**src/design/slm_pkg.sv**
```systemverilog
package slm_pkg;

  // Input sample and accumulator widths.
  localparam int SAMPLE_W = 32;
  localparam int MAG_W    = 31;
  localparam int SUM_W    = 36;

  // Block length and the width of the sample counter that can hold it.
  localparam int BLOCK_SAMPLES = 16;
  localparam int CNT_W         = $clog2(BLOCK_SAMPLES + 1);

  // Log and level formats.
  localparam int FRAC_BITS = 16;
  localparam int EXP_W     = 5;
  localparam int LOG_W     = EXP_W + FRAC_BITS;
  localparam int OFF_W     = 12;
  localparam int LEVEL_W   = 11;
  localparam int OUT_W     = 16;

  // 16 * 20 * log10(2) in Q7.16.
  localparam int K_W = 23;
  localparam logic [K_W-1:0] DB_PER_LOG2 = K_W'(6313057);

  // Upper clamp of the level, 120 dB in 1/16 dB steps.
  localparam logic [LEVEL_W-1:0] LEVEL_MAX = LEVEL_W'(1920);

endpackage

```
**src/design/slm_div.sv**
```systemverilog
// Restoring divider: one quotient bit per cycle, the dividend shifted through
// the quotient register. The divisor is a small sample count.
module slm_div (
  input  logic                          clk_i,
  input  logic                          rst_ni,
  input  logic                          start_i,
  input  logic [slm_pkg::SUM_W-1:0]     dividend_i,
  input  logic [slm_pkg::CNT_W-1:0]     divisor_i,
  output logic                          done_o,
  output logic [slm_pkg::SUM_W-1:0]     quot_o
);

  localparam int STEP_W = $clog2(slm_pkg::SUM_W);

  logic                          busy_q;
  logic                          done_q;
  logic [STEP_W-1:0]             step_q;
  logic [slm_pkg::SUM_W-1:0]     quot_q;
  logic [slm_pkg::CNT_W-1:0]     rem_q;
  logic [slm_pkg::CNT_W-1:0]     div_q;

  logic [slm_pkg::CNT_W:0]       trial;
  logic                          fits;
  logic [slm_pkg::CNT_W:0]       diff;

  // Trial subtraction of the divisor from the shifted partial remainder.
  always_comb begin
    trial = {rem_q, quot_q[slm_pkg::SUM_W-1]};
    fits  = (trial >= {1'b0, div_q});
    diff  = trial - {1'b0, div_q};
  end

  // Control flags.
  always_ff @(posedge clk_i or negedge rst_ni) begin
    if (!rst_ni) begin
      busy_q <= 1'b0;
      done_q <= 1'b0;
      step_q <= '0;
    end else begin
      done_q <= 1'b0;
      if (start_i) begin
        busy_q <= 1'b1;
        step_q <= '0;
      end else if (busy_q) begin
        step_q <= step_q + STEP_W'(1);
        if (step_q == STEP_W'(slm_pkg::SUM_W - 1)) begin
          busy_q <= 1'b0;
          done_q <= 1'b1;
        end
      end
    end
  end

  // Datapath.
  always_ff @(posedge clk_i) begin
    if (start_i) begin
      quot_q <= dividend_i;
      rem_q  <= '0;
      div_q  <= divisor_i;
    end else if (busy_q) begin
      quot_q <= {quot_q[slm_pkg::SUM_W-2:0], fits};
      rem_q  <= fits ? diff[slm_pkg::CNT_W-1:0] : trial[slm_pkg::CNT_W-1:0];
    end
  end

  assign done_o = done_q;
  assign quot_o = quot_q;

endmodule

```
**src/design/slm_log.sv**
```systemverilog
// Level from the block mean: leading-one search by shifting, then sixteen
// squarings of the mantissa for the log2 fraction, then scaling to 1/16 dB.
// One multiplier serves the squarings and the final scaling.
module slm_log (
  input  logic                                clk_i,
  input  logic                                rst_ni,
  input  logic                                start_i,
  input  logic [slm_pkg::MAG_W-1:0]           mean_i,
  input  logic signed [slm_pkg::OFF_W-1:0]    offset_i,
  output logic                                done_o,
  output logic [slm_pkg::LEVEL_W-1:0]         level_o
);

  typedef enum logic [2:0] {
    L_IDLE,
    L_NORM,
    L_SQR,
    L_SCALE,
    L_FIN
  } log_state_e;

  localparam int RND_W  = $clog2(slm_pkg::FRAC_BITS);
  localparam int PROD_W = slm_pkg::LOG_W + slm_pkg::K_W;
  localparam int LVL_W  = 14;

  log_state_e                        state_q;
  logic                              done_q;
  logic                              zero_q;
  logic [slm_pkg::MAG_W-1:0]         m_q;
  logic [slm_pkg::EXP_W-1:0]         p_q;
  logic [slm_pkg::FRAC_BITS-1:0]     frac_q;
  logic [RND_W-1:0]                  rnd_q;
  logic [PROD_W-1:0]                 prod_q;
  logic [slm_pkg::LEVEL_W-1:0]       level_q;

  logic [31:0]                       op_a;
  logic [31:0]                       op_b;
  logic [63:0]                       prod;
  logic [PROD_W:0]                   rounded;
  logic signed [LVL_W-1:0]           lvl;

  // Shared multiplier: squares the mantissa, or scales log2 by dB per octave.
  always_comb begin
    if (state_q == L_SCALE) begin
      op_a = 32'({p_q, frac_q});
      op_b = 32'(slm_pkg::DB_PER_LOG2);
    end else begin
      op_a = 32'(m_q);
      op_b = 32'(m_q);
    end
    prod = op_a * op_b;
  end

  // Round to nearest, add the calibration offset.
  always_comb begin
    rounded = {1'b0, prod_q} + (PROD_W + 1)'(64'h8000_0000);
    lvl     = $signed({1'b0, rounded[PROD_W:32]})
            + $signed({{(LVL_W - slm_pkg::OFF_W){offset_i[slm_pkg::OFF_W-1]}}, offset_i});
  end

  // Sequencer and registered result.
  always_ff @(posedge clk_i or negedge rst_ni) begin
    if (!rst_ni) begin
      state_q <= L_IDLE;
      done_q  <= 1'b0;
      zero_q  <= 1'b0;
      rnd_q   <= '0;
      level_q <= '0;
    end else begin
      done_q <= 1'b0;
      case (state_q)
        L_IDLE: begin
          if (start_i) begin
            zero_q  <= (mean_i == '0);
            rnd_q   <= '0;
            state_q <= (mean_i == '0) ? L_FIN : L_NORM;
          end
        end
        L_NORM: begin
          if (m_q[slm_pkg::MAG_W-1]) begin
            state_q <= L_SQR;
          end
        end
        L_SQR: begin
          rnd_q <= rnd_q + RND_W'(1);
          if (rnd_q == RND_W'(slm_pkg::FRAC_BITS - 1)) begin
            state_q <= L_SCALE;
          end
        end
        L_SCALE: begin
          state_q <= L_FIN;
        end
        L_FIN: begin
          if (zero_q || lvl < 0) begin
            level_q <= '0;
          end else if (lvl > $signed({3'b000, slm_pkg::LEVEL_MAX})) begin
            level_q <= slm_pkg::LEVEL_MAX;
          end else begin
            level_q <= lvl[slm_pkg::LEVEL_W-1:0];
          end
          done_q  <= 1'b1;
          state_q <= L_IDLE;
        end
        default: begin
          state_q <= L_IDLE;
        end
      endcase
    end
  end

  // Mantissa, exponent and fraction registers.
  always_ff @(posedge clk_i) begin
    case (state_q)
      L_IDLE: begin
        m_q    <= mean_i;
        p_q    <= slm_pkg::EXP_W'(slm_pkg::MAG_W - 1);
        frac_q <= '0;
      end
      L_NORM: begin
        if (!m_q[slm_pkg::MAG_W-1]) begin
          m_q <= {m_q[slm_pkg::MAG_W-2:0], 1'b0};
          p_q <= p_q - slm_pkg::EXP_W'(1);
        end
      end
      L_SQR: begin
        // A square at or above two yields a fraction bit and a halving.
        frac_q <= {frac_q[slm_pkg::FRAC_BITS-2:0], prod[61]};
        m_q    <= prod[61] ? prod[61:31] : prod[60:30];
      end
      L_SCALE: begin
        prod_q <= prod[PROD_W-1:0];
      end
      default: begin
      end
    endcase
  end

  assign done_o  = done_q;
  assign level_o = level_q;

endmodule

```
**src/design/sound_level_meter_db.sv**
```systemverilog
// Samples that do not end a block are accepted whenever valid, so the samples
// of a block stream at one per cycle. A block-ending sample has its level
// offered once the divider steps, the normalizing shifts, the 16 squarings,
// the scaling and the clamp are through; a zero mean skips shifts and squarings.
// No sample is taken until then, or longer while an earlier level still waits.
// Reset clears the accumulator, the sample count and the offset to zero.
module sound_level_meter_db (
  input  logic                                clk_i,
  input  logic                                rst_ni,
  // Fields: sample [31:0].
  input  logic [31:0]                         s_axis_tdata,
  // Field: block_end.
  input  logic                                s_axis_tlast,
  input  logic                                s_axis_tvalid,
  output logic                                s_axis_tready,
  // Fields: level [10:0], zero padding [15:11].
  output logic [15:0]                         m_axis_tdata,
  output logic                                m_axis_tvalid,
  input  logic                                m_axis_tready,
  input  logic                                cfg_valid_i,
  output logic                                cfg_ready_o,
  input  logic [slm_pkg::OFF_W-1:0]           cfg_data_i
);

  typedef enum logic [1:0] {
    S_ACC,
    S_DIV,
    S_LOG,
    S_PUT
  } top_state_e;

  top_state_e                        state_q;
  logic [slm_pkg::SUM_W-1:0]         sum_q;
  logic [slm_pkg::CNT_W-1:0]         cnt_q;
  logic signed [slm_pkg::OFF_W-1:0]  offset_q;
  logic                              out_valid_q;
  logic [slm_pkg::LEVEL_W-1:0]       out_level_q;

  logic                              in_xfer;
  logic [slm_pkg::SAMPLE_W-1:0]      neg;
  logic [slm_pkg::MAG_W-1:0]         mag;
  logic [slm_pkg::SUM_W:0]           sum_ext;
  logic [slm_pkg::SUM_W-1:0]         sum_next;
  logic [slm_pkg::CNT_W-1:0]         cnt_next;
  logic                              block_done;
  logic                              div_start;
  logic                              div_done;
  logic [slm_pkg::SUM_W-1:0]         quot;
  logic [slm_pkg::MAG_W-1:0]         mean;
  logic                              log_done;
  logic [slm_pkg::LEVEL_W-1:0]       log_level;
  logic                              put_ok;

  assign s_axis_tready = (state_q == S_ACC);
  assign in_xfer       = s_axis_tvalid && s_axis_tready;
  assign cfg_ready_o   = 1'b1;

  // Sample magnitude, with the most negative value saturated.
  always_comb begin
    neg = ~s_axis_tdata + slm_pkg::SAMPLE_W'(1);
    if (!s_axis_tdata[slm_pkg::SAMPLE_W-1]) begin
      mag = s_axis_tdata[slm_pkg::MAG_W-1:0];
    end else if (neg[slm_pkg::SAMPLE_W-1]) begin
      mag = '1;
    end else begin
      mag = neg[slm_pkg::MAG_W-1:0];
    end
  end

  // Saturating accumulation and end-of-block detection.
  always_comb begin
    sum_ext    = {1'b0, sum_q} + (slm_pkg::SUM_W + 1)'(mag);
    sum_next   = sum_ext[slm_pkg::SUM_W] ? '1 : sum_ext[slm_pkg::SUM_W-1:0];
    cnt_next   = cnt_q + slm_pkg::CNT_W'(1);
    block_done = s_axis_tlast || (cnt_next == slm_pkg::CNT_W'(slm_pkg::BLOCK_SAMPLES));
  end

  assign div_start = in_xfer && block_done;

  slm_div u_div (
    .clk_i      (clk_i),
    .rst_ni     (rst_ni),
    .start_i    (div_start),
    .dividend_i (sum_next),
    .divisor_i  (cnt_next),
    .done_o     (div_done),
    .quot_o     (quot)
  );

  // The mean cannot exceed the largest magnitude; clamp anyway.
  assign mean = (|quot[slm_pkg::SUM_W-1:slm_pkg::MAG_W]) ? '1 : quot[slm_pkg::MAG_W-1:0];

  slm_log u_log (
    .clk_i    (clk_i),
    .rst_ni   (rst_ni),
    .start_i  (div_done),
    .mean_i   (mean),
    .offset_i (offset_q),
    .done_o   (log_done),
    .level_o  (log_level)
  );

  assign put_ok = !out_valid_q || m_axis_tready;

  // Sequencer, accumulator, offset register and output register.
  always_ff @(posedge clk_i or negedge rst_ni) begin
    if (!rst_ni) begin
      state_q     <= S_ACC;
      sum_q       <= '0;
      cnt_q       <= '0;
      offset_q    <= '0;
      out_valid_q <= 1'b0;
      out_level_q <= '0;
    end else begin
      if (cfg_valid_i) begin
        offset_q <= cfg_data_i;
      end
      // A level leaves on its transfer unless a new one is loaded at once.
      if (out_valid_q && m_axis_tready && (state_q != S_PUT)) begin
        out_valid_q <= 1'b0;
      end
      case (state_q)
        S_ACC: begin
          if (in_xfer) begin
            if (block_done) begin
              sum_q   <= '0;
              cnt_q   <= '0;
              state_q <= S_DIV;
            end else begin
              sum_q <= sum_next;
              cnt_q <= cnt_next;
            end
          end
        end
        S_DIV: begin
          if (div_done) begin
            state_q <= S_LOG;
          end
        end
        S_LOG: begin
          if (log_done) begin
            state_q <= S_PUT;
          end
        end
        S_PUT: begin
          if (put_ok) begin
            out_valid_q <= 1'b1;
            out_level_q <= log_level;
            state_q     <= S_ACC;
          end
        end
        default: begin
          state_q <= S_ACC;
        end
      endcase
    end
  end

  assign m_axis_tvalid = out_valid_q;
  assign m_axis_tdata  = slm_pkg::OUT_W'(out_level_q);

endmodule
```
**config.mk**
```make
export PLATFORM = sky130hd
export DESIGN_NAME = sound_level_meter_db
export DESIGN_NICKNAME = d
export VERILOG_FILES = /design/src/design/slm_pkg.sv /design/src/design/slm_div.sv /design/src/design/slm_log.sv /design/src/design/sound_level_meter_db.sv
export SDC_FILE = /design/constraint.sdc
export NUM_CORES = 2
export LEC_CHECK = 0
export ABC_AREA = 1
export ABC_CLOCK_PERIOD_IN_PS = 14700
export BUFFER_PORTS_ARGS = -buffer_cell sky130_fd_sc_hd__buf_4
export CAP_MARGIN = 10
export CORE_UTILIZATION = 41
export DETAILED_ROUTE_END_ITERATION = 16
export PLACE_DENSITY_LB_ADDON = 0.25
export SLEW_MARGIN = 20
export SYNTH_ARGS = -nofsm -noshare
export SYNTH_HDL_FRONTEND = slang
export SYNTH_SLANG_ARGS = --single-unit
```
**constraint.sdc**
```tcl
create_clock -name clk_i -period 14.7 [get_ports clk_i]
set_input_delay 1.47 -clock clk_i [delete_from_list [all_inputs] [get_ports clk_i]]
set_output_delay 1.47 -clock clk_i [all_outputs]
set_load 0.02 [all_outputs]
```
# [After elaboration in Yosys (flattened, before gate mapping)]
# Index checks and enable logic that the tools add are counted.
[totals] register_bits=237 inputBits=50 out_inout_bits=19 elab_cells=124
[classes] n_addsub=9 mul=1 magnitude_cmp=3 eq_ne=20 n_mux=44 n_bitwise=1 n_reduce_logical=24
[ops] cell="31-bit two-way mux" count=7
[ops] cell="36-bit two-way mux" count=4
[ops] cell="31-bit case mux with 3 select lines" count=1
[ops] cell="31-bit by 31-bit multiplier with 62-bit output" count=1
[ops] cell="44-bit by 32-bit adder with 45-bit output, second input constant" count=1
[ops] cell="36-bit by 31-bit adder with 37-bit output" count=1
[ops] cell="32-bit by 1-bit adder with 32-bit output, second input constant" count=1
[ops] cell="32-bit inverter" count=1
[ops] cell="16-bit case mux with 2 select lines" count=1
[ops] cell="31-bit zero test" count=1
[ops] cell="11-bit two-way mux" count=2
[ops] cell="5-bit two-way mux" count=3
[ops] cell="14-bit by 12-bit adder with 14-bit output" count=1
[ops] cell="14-bit by 12-bit > comparator with 1-bit output, second input constant" count=1
[ops] cell="14-bit by 1-bit less-than comparator with 1-bit output, second input constant" count=1
[ops] cell="3-bit two-way mux" count=4
[ops] cell="6-bit two-way mux" count=2
[ops] cell="2-bit by 1-bit inequality test with 1-bit output, second input constant" count=6
[ops] cell="3-bit case mux with 4 select lines" count=1
[ops] cell="2-bit AND reduction" count=6
[ops] cell="1-bit two-way mux" count=10
[ops] cell="2-bit two-way mux" count=5
[ops] cell="5-bit case mux with 2 select lines" count=1
[ops] cell="2-bit inequality test, second input constant" count=4
[ops] cell="27 further kinds" count=36

# [Longest topological paths before layout]
[logic_depth] word_depth=7 mapped_depth=41 ltp_nobuf=39

# [Cells and area by module]
# From an unflattened synthesis, not the netlist that was laid out.
[unflattened] cells_unflattened=5886 area_unflattened_um2=45344.7
[by_module_without_submodules] mod="slm_log" instances=1 cells_per_inst=4499 area_each_um2=35894.4 seq_area_each_um2=2452.4
[by_module_without_submodules] mod="sound_level_meter_db" instances=1 cells_per_inst=1118 area_each_um2=6934.2 seq_area_each_um2=1676.6
[by_module_without_submodules] mod="slm_div" instances=1 cells_per_inst=269 area_each_um2=2516.2 seq_area_each_um2=1531.5

# [Worst setup path before layout]
# No wires, ideal clock.
[synth_timing] kind="register to register" start="register u_log.state_q[1]" end="register u_log.m_q[6] (netlist bit), data pin" setup_ns=0.272 arrival_time_ns=7.257 t_required_ns=14.428 setup_slack_ns=7.171 path_stages_with_launch=38 path_buffers=4 period_less_slack_ns=7.529 cell_sequence="dfrtp_1 > nand3_2 > buf_6 > inv_2 > buf_4 > buf_4 > a21oi_1 > inv_1 > nor2_1 > fa_1 > fa_1 > fa_1 > inv_1 > fa_1 > inv_1 > fa_1 > inv_1 > fa_1 > [2 not listed] > inv_1 > fa_1 > inv_1 > ha_1 > nand2_1 > nor2_1 > nand2_1 > nor2_1 > nand2_1 > nand2_1 > nand2_1 > nand2_2 > nand2_2 > nand2_4 > buf_6 > nand2_1 > nand3_1 > o211ai_1"
[synth_via] elab_chain_len=5 elab_cells_between_ends=9 classes_between="1 x mul; 3 x eq/ne; 4 x mux; 1 x reduce/logical"
[synth_lines] element="start: declaration" line="slm_log.sv:26" rtl="log_state_e state_q;"
[synth_lines] element="start signal: assignment" line="slm_log.sv:76" rtl="state_q <= (mean_i == '0) ? L_FIN : L_NORM;"
[synth_lines] element="3-bit by 2-bit == test with 1-bit output" line="slm_log.sv:44" rtl="if (state_q == L_SCALE) begin"
[synth_lines] element="31-bit two-way mux" line="slm_log.sv:44"
[synth_lines] element="31-bit by 31-bit multiplier with 62-bit output" line="slm_log.sv:51" rtl="prod = op_a * op_b;"
[synth_lines] element="31-bit two-way mux" line="slm_log.sv:128" rtl="m_q <= prod[61] ? prod[61:31] : prod[60:30];"
[synth_lines] element="31-bit case mux with 3 select lines (*)" line="slm_log.sv:113" rtl="case (state_q)"
[synth_lines] element="end signal: assignment" line="slm_log.sv:115" rtl="m_q <= mean_i;"
[synth_lines] element="end signal: assignment" line="slm_log.sv:121" rtl="m_q <= {m_q[slm_pkg::MAG_W-2:0], 1'b0};"
[synth_lines] element="end signal: assignment" line="slm_log.sv:128"
[synth_lines] element="end: declaration" line="slm_log.sv:29" rtl="logic [slm_pkg::MAG_W-1:0] m_q;"
# Every way passes the cells marked *; elsewhere a longest branch is shown, timed or not.
# A chain may end at the register's enable or synchronous reset.

# [Worst setup path in the final report]
[layout_timing] start="register u_log.state_q[1]" end="register u_log.m_q[0] (netlist bit), data pin"
# The elaborated chain is that of the path after synthesis.

==> summary.txt <==
Critical path
  • Worst EP required: 15,010 ps
  • Crit-path slowest cell: a21oi_1
  • Worst EP arrival: 10,750 ps
  • Critical Path Source Type: flop
  • Path type of the worst setup path: reg2reg
  • CP max stage delay: 910 ps
  • Setup crit end kind: flop
  • Worst-path maximum fanout: 32
  • Most frequent CP cell: fa_1

Yosys
  • Post-synth cell types: 58
  • Yosys reg bits: 206
  • Synthesized area per cell: 7.84 um^2
  • Mapped Cells: 5,675
  • Mapped Area: 44,500 um^2
  • XOR/XNOR Fraction of Synth Area: 1.22%
  • Most frequent cell after synthesis: inv_1
  • Largest family of logic cells by synthesized area: adder cells
  • Sequential fraction of the synthesis area: 12.7%
  • Post-Synth Adder-Cell Area: 45.9%
  • Simple-Gate Fraction of Synth Area: 21.2%
  • Post-synth top area share: 37.3%
  • Primary FF master, synth: edfxtp_1
  • Synth Area in Compound Gates: 4.94%
  • Warning count from the yosys run: 0
  • Number of enable flip-flop cells after synthesis: 106
  • Post-synthesis mux area share: 0.506%
  • Ys async rst share: 46.1%
  • Post-synth top area cell: fa_1
  • Top cells by area, synth: fa_1 (37%), inv_1 (12%), nand2_1 (9.6%), ha_1 (8.6%), edfxtp_1 (7.2%)
  • Synth cell count leaders: inv_1 (1,371), nand2_1 (1,140), fa_1 (828)

Cells and area
  • Multi-input logic area: 32,900 um^2
  • Fill cell count: 10,900
  • Share of cells above drive strength 1: 5.24%
  • Fin area: 47,500 um^2
  • Nets: 6,870
  • N_diodes: 0
  • Area grow syn2layout: 6.72%
  • Register area: 5660 um^2
  • Final std cells w/o fill: 7,107

Placement
  • HPWL Detailed: 130,000 um
  • Area after DPL: 46,600 um^2
  • RePlAce Congestion: 1.02
  • Post-Place Cells: 7,061
  • IO buf count: 62

Global route
  • Vias in the first global route: 38,500
  • Gr usage total: 29.2%
  • First-pass GRT wire length: 241,000 um
  • Pin count of the biggest net entering global routing: 66
  • Initial antenna violation count: 1
  • Global route total overflow: 0

STA
  • Max Clock Freq: 0.0957 GHz
  • Worst-Margin Slew: 1210 ps
  • Slew margin rel.: 19.2%
  • RSZ-0062 raised after global routing: no
  • Setup violations, final: 0
  • Hold Vio Cnt, Final: 0
  • Clock Skews: 11.3 ps
  • Pins Over Slew Limit: 0
  • Setup TNS: 0 ps
  • Min Clock Period, post-route: 10,450 ps
  • Fin crit share: 71.1%

Die
  • # IOs: 69
  • Core Area: 107,000 um^2
  • Core Rows: 120
  • Chip height: 331 um
  • Die area: 110,000 um^2
  • Initial core utilization: 41.4%
  • Die W: 331 um

Detailed routing
  • Routed Antenna Nets: 0
  • Residual DRC: 0
  • Final wirelength: 159,000 um
  • Router iterations before antenna repair: 6
  • WL/cell: 22.3 um
  • DR vias/cell: 5.24
  • Via Count: 37,200
  • DRT iter0 DRCs: 3,175

Clocking
  • Clock Path Buffers: 3
  • Total CTS buffers: 25
  • CTS root buf: clkbuf_16
  • # hold bufs at CTS: 0
  • CTS H-tree lvls: 1
  • Worst-path clk slew: 60 ps
  • TritonCTS clock tree: yes
  • PostCTS Resize Cnt: 0
  • Post-CTS Setup Repair Bufs: 0
  • Worst-Skew Late Latency: 560 ps
  • Clock sinks: 206

Power and ir drop
  • Clock network power share: 27.1%
  • Max rail drop VDD: 81.1 uV
  • Reg power frac: 36.4%
  • Cell leakage power: 25.5 nW
  • Cell-internal power: 0.00146 W
  • Power per cell area: 50.3 nW/um^2
  • Tot Pwr: 0.00239 W
  • Sw Pwr: 0.000930 W
  • Sw Share: 38.9%
  • Comb pwr share: 36.5%

Worst hold path
  • Worst hold path type: reg2reg

Run
  • Maxcap violations: 0

Status
  • Outcome: complete, no violations
path summary, 6_finish.rpt:
| path | slack, ps | to | depth (start not counted) | from |
|---|---|---|---|---|
| setup / recovery | 4250 | u_log.m_q[0] | 36 | u_log.state_q[1] |
| hold / removal | 470 | u_div.rem_q[4] | 2 | u_div.rem_q[4] |
| setup reg to reg | 4250 | u_log.m_q[0] | 36 | u_log.state_q[1] |
| hold reg to reg | 470 | u_div.rem_q[4] | 2 | u_div.rem_q[4] |
| max in group asynchronous | 12680 | sum_q[30] | 2 | rst_ni |
| min in group asynchronous | 920 | state_q[1] | 1 | rst_ni |
final cells by class:
cell class / count / share of cell area (%)
Inverter: 1396 / 11.0
Timing Repair Buffer: 141 / 2.23
Tap cell: 1403 / 3.70
Clock inverter: 16 / 0.332
Sequential cell: 206 / 11.9
Clock buffer: 30 / 1.49
Multi-Input combinational cell: 3915 / 69.3
kinds of logic after synthesis:
logic type | count (synthesis)
XOR/XNOR | 62
multiplexers | 20
buffers and inverters | 1558
adder cells (fa/ha/maj) | 1135
AND/OR/NAND/NOR | 2303
flip-flops | 206
other | 2
AO/OA/AOI/OAI | 389
per-layer routing:
metal  vias to the layer above  wire (um)  GRT usage, %
met5                         -          0             0
met4                         0       8110          11.6
met3                       340      12700          4.85
met2                      1504      72800          47.5
met1                     18500      65000          38.9
li1                      16900          -             -
worst max-delay path, delay by kind of cell, from the launching register on:
kind / cells / cell delay (ps)
adder cells (fa/ha/maj): 9 / 4230
AND/OR/NAND/NOR: 14 / 2250
buffers and inverters: 10 / 2060
AO/OA/AOI/OAI: 3 / 1130
flip-flops: 1 / 480
power groups by stage:
stage | Clock, W | Sequential, W | Combinational [W]
floorplan | 0 | 0.000841 | 0.000651
global route | 0.000687 | 0.000886 | 0.000990
finish | 0.000647 | 0.000869 | 0.000872
CTS | 0.000661 | 0.000869 | 0.000869
global placement | 0 | 0.000875 | 0.000859
detailed placement | 0 | 0.000877 | 0.000864
registers in the layout (all words and copies together), names as in the netlist, 2 cells and up:
| signal | cells |
|---|---|
| u_div.div_q | 5 |
| u_div.quot_o | 36 |
| u_div.rem_q | 5 |
| u_log.state_q | 3 |
| offset_q | 12 |
| u_log.rnd_q | 4 |
| sum_q | 36 |
| u_log.prod_q | 13 |
| u_log.p_q | 5 |
| out_level_q | 11 |
| u_log.m_q | 31 |
| state_q | 2 |
| u_log.level_o | 11 |
| u_log.frac_q | 16 |
| cnt_q | 5 |
| u_div.step_q | 6 |
cells in the final DEF, fill, tap and decap left out, types with 11 or more instances in the layout:
cell type  instances
nor2_1           793
edfxtp_1         106
nand4_1           38
inv_1           1371
o21bai_1          21
xnor2_1           25
clkinv_1          15
inv_2             11
nor3_1            23
o21ai_0          131
a31oi_1           19
mux2_2            20
nor4_1            20
nand3_2           11
nand3_1          187
nand3b_1          21
dfrtp_1           95
xor2_1            37
nand2_1         1140
clkbuf_16         27
fa_1             828
a22o_1            13
or2_2             17
buf_4            141
nor2_2            19
a21oi_1          150
ha_1             307
per-stage QoR:
step	hold WS (ps)	util, %	setup slack (ps)
after floorplan	445	-	7170
after detailed placement	461	43.4	3410
final	470	44.2	4250
after global placement	461	43.4	3490
after global routing	489	44.2	3820
after CTS	470	44.2	3400
Note: power is estimated with default switching activity, not from simulation.
